$ cat src/design/eam_pkg.sv
package eam_pkg;

	localparam int TIME_W   = 32;
	localparam int TEMP_W   = 9;
	localparam int PERIOD_W = 16;
	localparam int CEIL_W   = 8;
	localparam int DATA_W   = 32;
	localparam int ADDR_W   = 4;

	typedef logic signed [TEMP_W-1:0] temp_t;
	typedef logic [TIME_W-1:0]        time_t;

	localparam logic [1:0] REG_LOW_LIMIT      = 2'd0;
	localparam logic [1:0] REG_HIGH_LIMIT     = 2'd1;
	localparam logic [1:0] REG_REPORT_PERIOD  = 2'd2;
	localparam logic [1:0] REG_GLITCH_CEILING = 2'd3;

	localparam logic [1:0] TEMP_NORMAL = 2'd0;
	localparam logic [1:0] TEMP_LOW    = 2'd1;
	localparam logic [1:0] TEMP_HIGH   = 2'd2;

	localparam logic [1:0] DOOR_NONE   = 2'd0;
	localparam logic [1:0] DOOR_OPENED = 2'd1;
	localparam logic [1:0] DOOR_CLOSED = 2'd2;

	localparam temp_t                LOW_LIMIT_RESET      = 9'sd19;
	localparam temp_t                HIGH_LIMIT_RESET     = 9'sd30;
	localparam logic [PERIOD_W-1:0]  REPORT_PERIOD_RESET  = 16'd60;
	localparam logic [CEIL_W-1:0]    GLITCH_CEILING_RESET = 8'd150;
	localparam temp_t                GOOD_TEMP_RESET      = 9'sd20;

endpackage

$ cat src/design/environment_alarm_monitor_core.sv
// Channel   Handshake                   Payload
// in        in_valid / in_ready         raw_temperature, door_open, now_seconds
// out       out_valid / out_ready       failure, temp_state, temperature_used,
//                                       report_temp, door_event
// cfg       APB psel/penable/pwrite     paddr[3:0], pwdata, prdata, pready
//
// One request per clock sustained while out is not stalled, through one input
// register and one result register; out_valid rises as the result is loaded.
// The alarm and report-time state updates as the request moves into the result
// register, so the next request always sees the previous one's state.
// A stall on out holds the result register and the input register; in_ready
// drops only when both are full and out_ready is low.
// arst_n clears control state, alarm flags, report time and loads the register
// reset values; last good reading resets to 20.
module environment_alarm_monitor_core
	import eam_pkg::*;
(
	input  logic                clk,
	input  logic                arst_n,

	input  logic                in_valid,
	output logic                in_ready,
	input  temp_t               raw_temperature,
	input  logic                door_open,
	input  logic [31:0]         now_seconds,

	output logic                out_valid,
	input  logic                out_ready,
	output logic                failure,
	output logic [1:0]          temp_state,
	output temp_t               temperature_used,
	output logic                report_temp,
	output logic [1:0]          door_event,

	input  logic                psel,
	input  logic                penable,
	input  logic                pwrite,
	input  logic [ADDR_W-1:0]   paddr,
	input  logic [DATA_W-1:0]   pwdata,
	output logic [DATA_W-1:0]   prdata,
	output logic                pready
);

	temp_t                low_limit_q;
	temp_t                high_limit_q;
	logic [PERIOD_W-1:0]  report_period_q;
	logic [CEIL_W-1:0]    glitch_ceiling_q;

	logic                 low_alarm_q;
	logic                 high_alarm_q;
	logic                 door_alarm_q;
	time_t                last_report_q;
	temp_t                last_good_q;

	logic                 valid_s1;
	temp_t                raw_s1;
	logic                 door_s1;
	time_t                now_s1;

	logic                 out_valid_q;
	logic                 failure_q;
	logic [1:0]           temp_state_q;
	temp_t                temp_used_q;
	logic                 report_q;
	logic [1:0]           door_event_q;

	logic                 advance;
	logic                 cfg_write;
	logic                 good;
	temp_t                t_used;
	logic                 low_d;
	logic                 high_d;
	logic                 door_d;
	logic                 report_d;
	logic [1:0]           door_ev_d;
	logic [1:0]           state_d;
	time_t                elapsed;

	assign pready    = 1'b1;
	assign cfg_write = psel && penable && pwrite && pready;

	always_ff @(posedge clk or negedge arst_n) begin
		if (!arst_n) begin
			low_limit_q      <= LOW_LIMIT_RESET;
			high_limit_q     <= HIGH_LIMIT_RESET;
			report_period_q  <= REPORT_PERIOD_RESET;
			glitch_ceiling_q <= GLITCH_CEILING_RESET;
		end else if (cfg_write) begin
			case (paddr[3:2])
				REG_LOW_LIMIT:      low_limit_q      <= temp_t'(pwdata[TEMP_W-1:0]);
				REG_HIGH_LIMIT:     high_limit_q     <= temp_t'(pwdata[TEMP_W-1:0]);
				REG_REPORT_PERIOD:  report_period_q  <= pwdata[PERIOD_W-1:0];
				REG_GLITCH_CEILING: glitch_ceiling_q <= pwdata[CEIL_W-1:0];
				default: ;
			endcase
		end
	end

	always_comb begin
		case (paddr[3:2])
			REG_LOW_LIMIT:
				prdata = {{(DATA_W-TEMP_W){low_limit_q[TEMP_W-1]}}, low_limit_q};
			REG_HIGH_LIMIT:
				prdata = {{(DATA_W-TEMP_W){high_limit_q[TEMP_W-1]}}, high_limit_q};
			REG_REPORT_PERIOD:
				prdata = {{(DATA_W-PERIOD_W){1'b0}}, report_period_q};
			REG_GLITCH_CEILING:
				prdata = {{(DATA_W-CEIL_W){1'b0}}, glitch_ceiling_q};
			default:
				prdata = '0;
		endcase
	end

	assign advance  = valid_s1 && (!out_valid_q || out_ready);
	assign in_ready = !valid_s1 || advance;

	always_ff @(posedge clk or negedge arst_n) begin
		if (!arst_n) begin
			valid_s1 <= 1'b0;
		end else if (in_ready) begin
			valid_s1 <= in_valid;
		end
	end

	always_ff @(posedge clk) begin
		if (in_valid && in_ready) begin
			raw_s1  <= raw_temperature;
			door_s1 <= door_open;
			now_s1  <= TIME_W'(now_seconds);
		end
	end

	always_comb begin
		good      = (raw_s1 != '0) &&
		            (raw_s1[TEMP_W-1] || (raw_s1[CEIL_W-1:0] < glitch_ceiling_q));
		t_used    = good ? raw_s1 : last_good_q;
		low_d     = low_alarm_q;
		high_d    = high_alarm_q;
		report_d  = 1'b0;
		if (t_used < low_limit_q) begin
			report_d = !low_alarm_q;
			low_d    = 1'b1;
			high_d   = 1'b0;
		end else if (t_used > high_limit_q) begin
			report_d = !high_alarm_q;
			high_d   = 1'b1;
			low_d    = 1'b0;
		end else if ((t_used > low_limit_q) && (t_used < high_limit_q)) begin
			report_d = low_alarm_q || high_alarm_q;
			low_d    = 1'b0;
			high_d   = 1'b0;
		end
		elapsed = now_s1 - last_report_q;
		if (elapsed >= TIME_W'(report_period_q)) begin
			report_d = 1'b1;
		end
		door_d    = door_s1;
		door_ev_d = DOOR_NONE;
		if (door_s1 && !door_alarm_q) begin
			door_ev_d = DOOR_OPENED;
		end else if (!door_s1 && door_alarm_q) begin
			door_ev_d = DOOR_CLOSED;
		end
		state_d = low_d ? TEMP_LOW : (high_d ? TEMP_HIGH : TEMP_NORMAL);
	end

	always_ff @(posedge clk or negedge arst_n) begin
		if (!arst_n) begin
			low_alarm_q   <= 1'b0;
			high_alarm_q  <= 1'b0;
			door_alarm_q  <= 1'b0;
			last_report_q <= '0;
			last_good_q   <= GOOD_TEMP_RESET;
		end else if (advance) begin
			low_alarm_q  <= low_d;
			high_alarm_q <= high_d;
			door_alarm_q <= door_d;
			last_good_q  <= t_used;
			if (report_d) begin
				last_report_q <= now_s1;
			end
		end
	end

	always_ff @(posedge clk or negedge arst_n) begin
		if (!arst_n) begin
			out_valid_q <= 1'b0;
		end else if (advance) begin
			out_valid_q <= 1'b1;
		end else if (out_ready) begin
			out_valid_q <= 1'b0;
		end
	end

	always_ff @(posedge clk) begin
		if (advance) begin
			failure_q    <= door_d || low_d || high_d;
			temp_state_q <= state_d;
			temp_used_q  <= t_used;
			report_q     <= report_d;
			door_event_q <= door_ev_d;
		end
	end

	assign out_valid        = out_valid_q;
	assign failure          = failure_q;
	assign temp_state       = temp_state_q;
	assign temperature_used = temp_used_q;
	assign report_temp      = report_q;
	assign door_event       = door_event_q;

	a_alarm_exclusive: assert property (@(posedge clk) disable iff (!arst_n)
		!(low_alarm_q && high_alarm_q))
		else $error("low and high alarm both set");

	a_report_time: assert property (@(posedge clk) disable iff (!arst_n)
		advance && report_d |=> last_report_q == $past(now_s1))
		else $error("report time not taken");

	a_result_loaded: assert property (@(posedge clk) disable iff (!arst_n)
		advance |=> out_valid_q)
		else $error("result lost");

	a_input_held: assert property (@(posedge clk) disable iff (!arst_n)
		valid_s1 && !advance |=> valid_s1 && $stable(now_s1))
		else $error("stalled request dropped");

	a_door_open_flag: assert property (@(posedge clk) disable iff (!arst_n)
		advance && (door_ev_d == DOOR_OPENED) |=> door_alarm_q)
		else $error("door open event without door flag");

endmodule

$ cat config.mk
export PLATFORM = sky130hd
export DESIGN_NAME = environment_alarm_monitor_core
export DESIGN_NICKNAME = d
export VERILOG_FILES = /design/src/design/eam_pkg.sv /design/src/design/environment_alarm_monitor_core.sv
export SDC_FILE = /design/constraint.sdc
export NUM_CORES = 1
export LEC_CHECK = 0
export BUFFER_PORTS_ARGS = -buffer_cell sky130_fd_sc_hd__buf_2
export CAP_MARGIN = 10
export CORE_ASPECT_RATIO = 1.4
export CORE_MARGIN = 3
export CORE_UTILIZATION = 47
export CTS_CLUSTER_DIAMETER = 150
export CTS_CLUSTER_SIZE = 12
export DETAILED_ROUTE_END_ITERATION = 10
export GPL_TIMING_DRIVEN = 1
export PLACE_DENSITY = 0.68
export REMOVE_ABC_BUFFERS = 1
export SLEW_MARGIN = 20
export SYNTH_ARGS = -nofsm -noshare
export SYNTH_HDL_FRONTEND = slang
export SYNTH_SLANG_ARGS = --single-unit
$ cat constraint.sdc
create_clock -name clk -period 6 [get_ports clk]
set_input_delay 0.9 -clock clk [delete_from_list [all_inputs] [get_ports clk]]
set_output_delay 0.9 -clock clk [all_outputs]
set_load 0.01 [all_outputs]
==> results.toml, run 1 <==
[critical_path]
critPathLaunch = "glitch_ceiling_q[1]$_DFFE_PN1P_"
cp.buffers_inverters = 3
r2r-start = "glitch_ceiling_q[1]$_DFFE_PN1P_"
slowest_stage = "dfstp_2"
cpMostUsedCell = "a21o_1"
slowest_delay_ps = 540
crit_path_end_kind = "flip-flop"
crit_type = "flip-flop to flip-flop"
start_kind = "flip-flop"
worstPathCellList = "inv_1 -> ha_1 -> a21o_1 -> a21o_1 -> a21o_1 -> a21o_1 -> a21oi_1 -> o21ai_0 -> nand2_1 -> buf_4 -> mux2_2 -> ha_1 -> and4_1 -> or3b_2 -> o211ai_1 -> nor3_1 -> a2111oi_1 -> nand4_1 -> buf_4 -> o41a_1 -> o31ai_1"
crit_required_ps = 6330
cp.arrival_ps = 5720
cp_max_fo = 32
cpLargestDelayFamily = "compound AO/OA/AOI/OAI gates"

[pwr]
power_density_nw_per_um2 = 349
p_seq_share_pct = 35.4
leakage_nw = 4.71
p_clk_share_pct = 29.5
p_int_mw = 2.41
total_power_mw = 3.73
p_sw_share_pct = 35.3
pwr-share-comb_pct = 35.1
switchingPower_mw = 1.32
ir_drop_mv = 0.229

[global_routing]
grt_usage_pct = 20.8
globalRoute.totalOverflow = 0
antenna_found_initial = 0
grt_max_degree = 61
grt_pass1_wl_mm = 36.7
grt_pass1_vias = 7339

[flow_run]
cap_viol_max_count = 0

[logic_synthesis]
ys_seq_elements = 145
synthCells = 928
synth-edff-count = 57
yosys_warnings = 0
ys_seq_area_share_pct = 41.6
synth_top_area_cell = "dfrtp_1"
yosys.cell_count.top_type = "nand2_1"
ys_top_cells_by_count = "130 x nand2_1, 84 x inv_1, 72 x ha_1"
yosys.area.top_type_share_pct = 18.8
syn_avg_cell_area_um2 = 10.2
synth_cell_types = 87
synthFlopType = "dfrtp_1"
netlist_area_um2 = 9460
ys_top_cells_by_area = "dfrtp_1 19%, edfxtp_1 18%, ha_1 9.5%, nand2_1 5.2%, dfstp_2 4.7%"
synthArstFlopShare_pct = 60.7

[routing]
drc_errors = 0
wl_per_cell_um = 17.4
drt_iter0_drc = 446
wl_mm = 22.2
drt_pass1_iterations = 5
final_antenna_net_count = 0
vias_per_cell = 5.64
vias = 7206

[die]
initial_core_util_pct = 48.5
dieWidth_um = 126
core_um2 = 19500
die_height_um = 174
rows = 60
die-area_um2 = 21900
ioPinCount = 135

[placed_design]
gp_congestion = 0.930
dp_cells = 1246
place_ws_ps = 642
dp_hpwl_mm = 16.5
io_buffers = 115

[status]
status = "finished, final reports clean"

[cts]
cts_tree = "built"
clk-insertion-delay-late_ps = 430
cts_resized = 0
numCtsBuffers = 17
cts_root_buf = "clkbuf_16"
clk_pin_slew_worst_paths_ps = 70
cts_buffer_depth = 2
cts_sinks = 145
hold_buffers = 0
htreeDepth = 4
post_cts_buffers = 0

[sta]
finalSetupViolCount = 0
slew_viol_final = 0
period_needed_ps = 5390
finClkSkew_ps = 8.48
worst_pin_slew_ps = 886
max_freq_ghz = 0.186
post-route-period-util_pct = 89.8
rsz0062_at_grt = "no"
worst_slack_ps = 612
slew_headroom_pct = 40.9
hold_viol_final = 0

[finish]
drive_gt1_share_pct = 26.2
area_growth_pct = 12.8
layout.nets = 1175
antenna_cells = 0
final_cells = 1278

[min_path]
hold_path_class = "input port to async pin"
-- final cells by class --
cell class,instances,area (um2)
sequential,145,3940
inverter,85,319
clock inverter,13,134
fill,1769,8840
clock buffer,19,475
tap,248,310
timing repair buffer,126,661
multi-input combinational,642,4840
-- state kept, by name, summed over array words and instances (netlist names), 8 cells and up --
signal            flops
high_limit_q          9
report_period_q      16
last_good_q           9
last_report_q        32
now_s1               32
low_limit_q           9
raw_s1                9
temperature_used      9
glitch_ceiling_q      8
-- cells in the final DEF (no fill, tap or decap), types with 11 or more instances in the layout --
master and count:
nand2_1 130, buf_2 114, inv_1 84, ha_1 72, dfrtp_1 71, edfxtp_1 57, o21ai_0 50, a21oi_1 38
mux2_2 37, o41a_1 32, o21ai_2 30, nor2_1 29, a21o_1 28, clkbuf_16 19, dfstp_2 17, xnor2_1 12
buf_4 12, nand3_1 11
-- path summary, 6_finish.rpt --
path,end,slack [ps],depth (start not counted)
max in group asynchronous,glitch_ceiling_q[3]$_DFFE_PN0P_,4460,2
worst min register to register,out_valid$_DFFE_PN0P_,500,1
worst min-delay path,door_alarm_q$_DFFE_PN0P_,410,1
worst max-delay path,last_report_q[0]$_DFFE_PN0P_,610,21
worst max register to register,last_report_q[0]$_DFFE_PN0P_,610,21
min in group clk,out_valid$_DFFE_PN0P_,500,1
-- per-layer routing --
metal,vias to the layer above,track usage [%],wire [um]
met5,-,0,0
met4,0,8.36,670
met3,40,3.36,824
met2,170,36.6,11300
met1,3446,25.2,9420
li1,3550,-,-
-- power groups by stage --
stage	combinational [mW]	clock, mW	sequential [mW]
detailed placement	1.30	0	1.34
global route	1.48	1.17	1.34
CTS	1.31	1.13	1.32
finish	1.31	1.10	1.32
global placement	1.28	0	1.33
floorplan	0.948	0	1.32
-- kinds of logic (layout without fill, tap and decap cells) --
kind of cell | after synthesis | in the layout | share of synthesized area [%]
AO/OA/AOI/OAI | 249 | 249 | 20.1
XOR/XNOR | 19 | 19 | 1.76
adder cells (fa/ha/maj) | 73 | 73 | 9.73
buffers and inverters | 141 | 243 | 7.26
flip-flops | 145 | 145 | 41.6
multiplexers | 49 | 49 | 6.73
other | 1 | 1 | 0.0396
AND/OR/NAND/NOR | 251 | 251 | 12.7
-- through the flow --
| step | util [%] | cell area (um2) | TNS [ps] | hold slack, ps |
|---|---|---|---|---|
| 6_report | 54.7 | 10700 | 0 | 414 |
| 5_1_grt | 54.7 | 10700 | 0 | 427 |
| 4_1_cts | 54.7 | 10700 | 0 | 412 |
| 3_5_place_dp | 51.6 | 10100 | 0 | 490 |
| 3_3_place_gp | 51.6 | 10100 | 0 | 464 |
| 2_1_floorplan | - | 9090 | -14550 | 457 |
Power figures use the tool's default switching activity.
==> inputs of run 2 (changes only) <==
Settings changed: CELL_PAD_IN_SITES_DETAIL_PLACEMENT set to 1, CELL_PAD_IN_SITES_GLOBAL_PLACEMENT set to 2, CORE_UTILIZATION 47 to 37, PLACE_DENSITY 0.68 to 0.9.
==> run 2 against run 1 <==
Against the previous run: design area rose by 0.80%; count of clock-buffer cells in the layout fell by 1; routed wire length rose by 15%; global-route usage fell by 1.7 points; highest routed layer unchanged.
==> results.toml, run 2 (synthesis results as in run 1) <==
[pwr]
leakage_nw = 4.70
ir_drop_mv = 0.233
total_power_mw = 3.73
power_density_nw_per_um2 = 346

[finish]
area_growth_pct = 13.7
antenna_cells = 0
reg_top3 = "last_report_q: 32 flops, now_s1: 32 flops, report_period_q: 16 flops"
n_fill_cell = 2849
final_area_um2 = 10800
final_cell_mix = "130 x nand2_1, 114 x buf_2, 84 x inv_1, 72 x ha_1, 71 x dfrtp_1"
drive_gt1_share_pct = 26.3
final_common_cell = "nand2_1"
layout.nets = 1179

[global_routing]
antenna_found_initial = 0
grt_max_degree = 65
grt_pass1_vias = 7869
globalRoute.totalOverflow = 0
grt_pass1_wl_mm = 41.7
grt_usage_pct = 19.0

[placed_design]
dp_hpwl_mm = 19.4
io_buffers = 115
gp_congestion = 0.874
placed_area_um2 = 10200

[die]
core_um2 = 24900
dieWidth_um = 141
initial_core_util_pct = 37.9
die-area_um2 = 27500
ioPinCount = 135
rows = 68
die_height_um = 195

[cts]
clk_pin_slew_worst_paths_ps = 70
cts_buffer_depth = 2
numCtsBuffers = 17
cts_sinks = 145
htreeDepth = 4
clk-insertion-delay-late_ps = 450
cts_tree = "built"
cts_root_buf = "clkbuf_16"
cts_resized = 0

[sta]
max_freq_ghz = 0.177
hold_viol_final = 0
rsz0062_at_grt = "no"
slew_headroom_pct = 40.1
finClkSkew_ps = 15.2
finalSetupViolCount = 0
slew_viol_final = 0
holdWs_ps = 362
period_needed_ps = 5650
post-route-period-util_pct = 94.2
worst_pin_slew_ps = 898

[critical_path]
cp.arrival_ps = 6030
cp_max_fo = 23
cp.buffers_inverters = 4
crit_type = "flip-flop to flip-flop"
crit_path_end_kind = "flip-flop"
slowest_delay_ps = 530
worstPathCellList = "inv_1 -> ha_1 -> a21o_1 -> a21o_1 -> a21o_1 -> a21o_1 -> a21oi_1 -> o21ai_0 -> nand2_1 -> buf_4 -> mux2_2 -> ha_1 -> and4_1 -> or3b_2 -> o211ai_1 -> nor3_1 -> a2111oi_1 -> nand4_1 -> buf_4 -> buf_4 -> o41a_1 -> o21ai_2"
slowest_stage = "dfstp_2"
cpLargestDelayFamily = "compound AO/OA/AOI/OAI gates"
crit_required_ps = 6380
cpMostUsedCell = "a21o_1"
start_kind = "flip-flop"

[status]
status = "finished, final reports clean"

[flow_run]
cap_viol_max_count = 0

[routing]
drc_errors = 0
wl_per_cell_um = 18.8
top_layer_used = "met4"
vias_per_cell = 5.47
final_antenna_net_count = 0
drt_iter0_drc = 285
wl_met2_mm = 13.5
wl_mm = 25.4
drt-met1-wl_mm = 10.5
dr_wl_met3_um = 940
drt_pass1_iterations = 4
vias = 7375

[min_path]
hold_path_class = "input port to async pin"
run 2: area by class of cell:
cell class	instances	area, um2	share of cell area (%)
Timing Repair Buffer	130	703	6.53
Clock buffer	18	439	4.08
Clock inverter	14	129	1.20
Multi-Input combinational cell	642	4840	45.0
Sequential cell	145	3940	36.6
Inverter	85	319	2.97
Tap cell	315	394	3.66
run 2: per-stage QoR:
stage	utilization, %	std cells	setup slack, ps	setup TNS (ps)
2_1_floorplan	-	872	-563	-14550
3_3_place_gp	40.9	1316	429	0
3_5_place_dp	40.9	1316	349	0
4_1_cts	43.1	1348	290	0
5_1_grt	43.2	1349	83.9	0
6_report	43.2	1349	346	0
run 2: repair_timing:
action | CTS | global route
hold buffers | 0 | 0
buffers inserted | 0 | 1
endpoints found under the setup margin | 0 | 6
run 2: per-layer routing:
| metal | vias to the layer above | track usage, % |
|---|---|---|
| met2 | 150 | 34.3 |
| li1 | 3550 | - |
| met3 | 29 | 2.96 |
| met5 | - | 0 |
| met4 | 0 | 6.82 |
| met1 | 3646 | 22.7 |
run 2: where the power goes:
| part | internal [mW] | switching [mW] | leakage [nW] |
|---|---|---|---|
| sequential | 1.23 | 0.101 | 1.58 |
| clock | 0.585 | 0.456 | 0.277 |
| combinational | 0.559 | 0.798 | 2.85 |
| total | 2.37 | 1.36 | 4.70 |
run 2: path summary, 6_finish.rpt:
check | from | endpoint | slack, ps | cells after the start
max in group asynchronous | arst_n | report_period_q[0]$_DFFE_PN0P_ | 4450 | 2
setup reg to reg | glitch_ceiling_q[1]$_DFFE_PN1P_ | last_report_q[8]$_DFFE_PN0P_ | 350 | 22
min in group clk | last_good_q[6]$_DFFE_PN0P_ | last_good_q[6]$_DFFE_PN0P_ | 510 | 1
hold reg to reg | last_good_q[6]$_DFFE_PN0P_ | last_good_q[6]$_DFFE_PN0P_ | 510 | 1
setup / recovery | glitch_ceiling_q[1]$_DFFE_PN1P_ | last_report_q[8]$_DFFE_PN0P_ | 350 | 22
hold / removal | arst_n | door_alarm_q$_DFFE_PN0P_ | 360 | 1
run 2: worst register-to-register path: stages, from the launching register on:
cell,delay [ps]
dfstp_2,530
inv_1,60
ha_1,290
a21o_1,160
a21o_1,170
a21o_1,190
a21o_1,190
a21oi_1,130
o21ai_0,200
nand2_1,220
buf_4,200
mux2_2,390
ha_1,320
and4_1,250
or3b_2,460
o211ai_1,250
nor3_1,110
a2111oi_1,400
nand4_1,160
buf_4,180
buf_4,210
o41a_1,440
o21ai_2,80
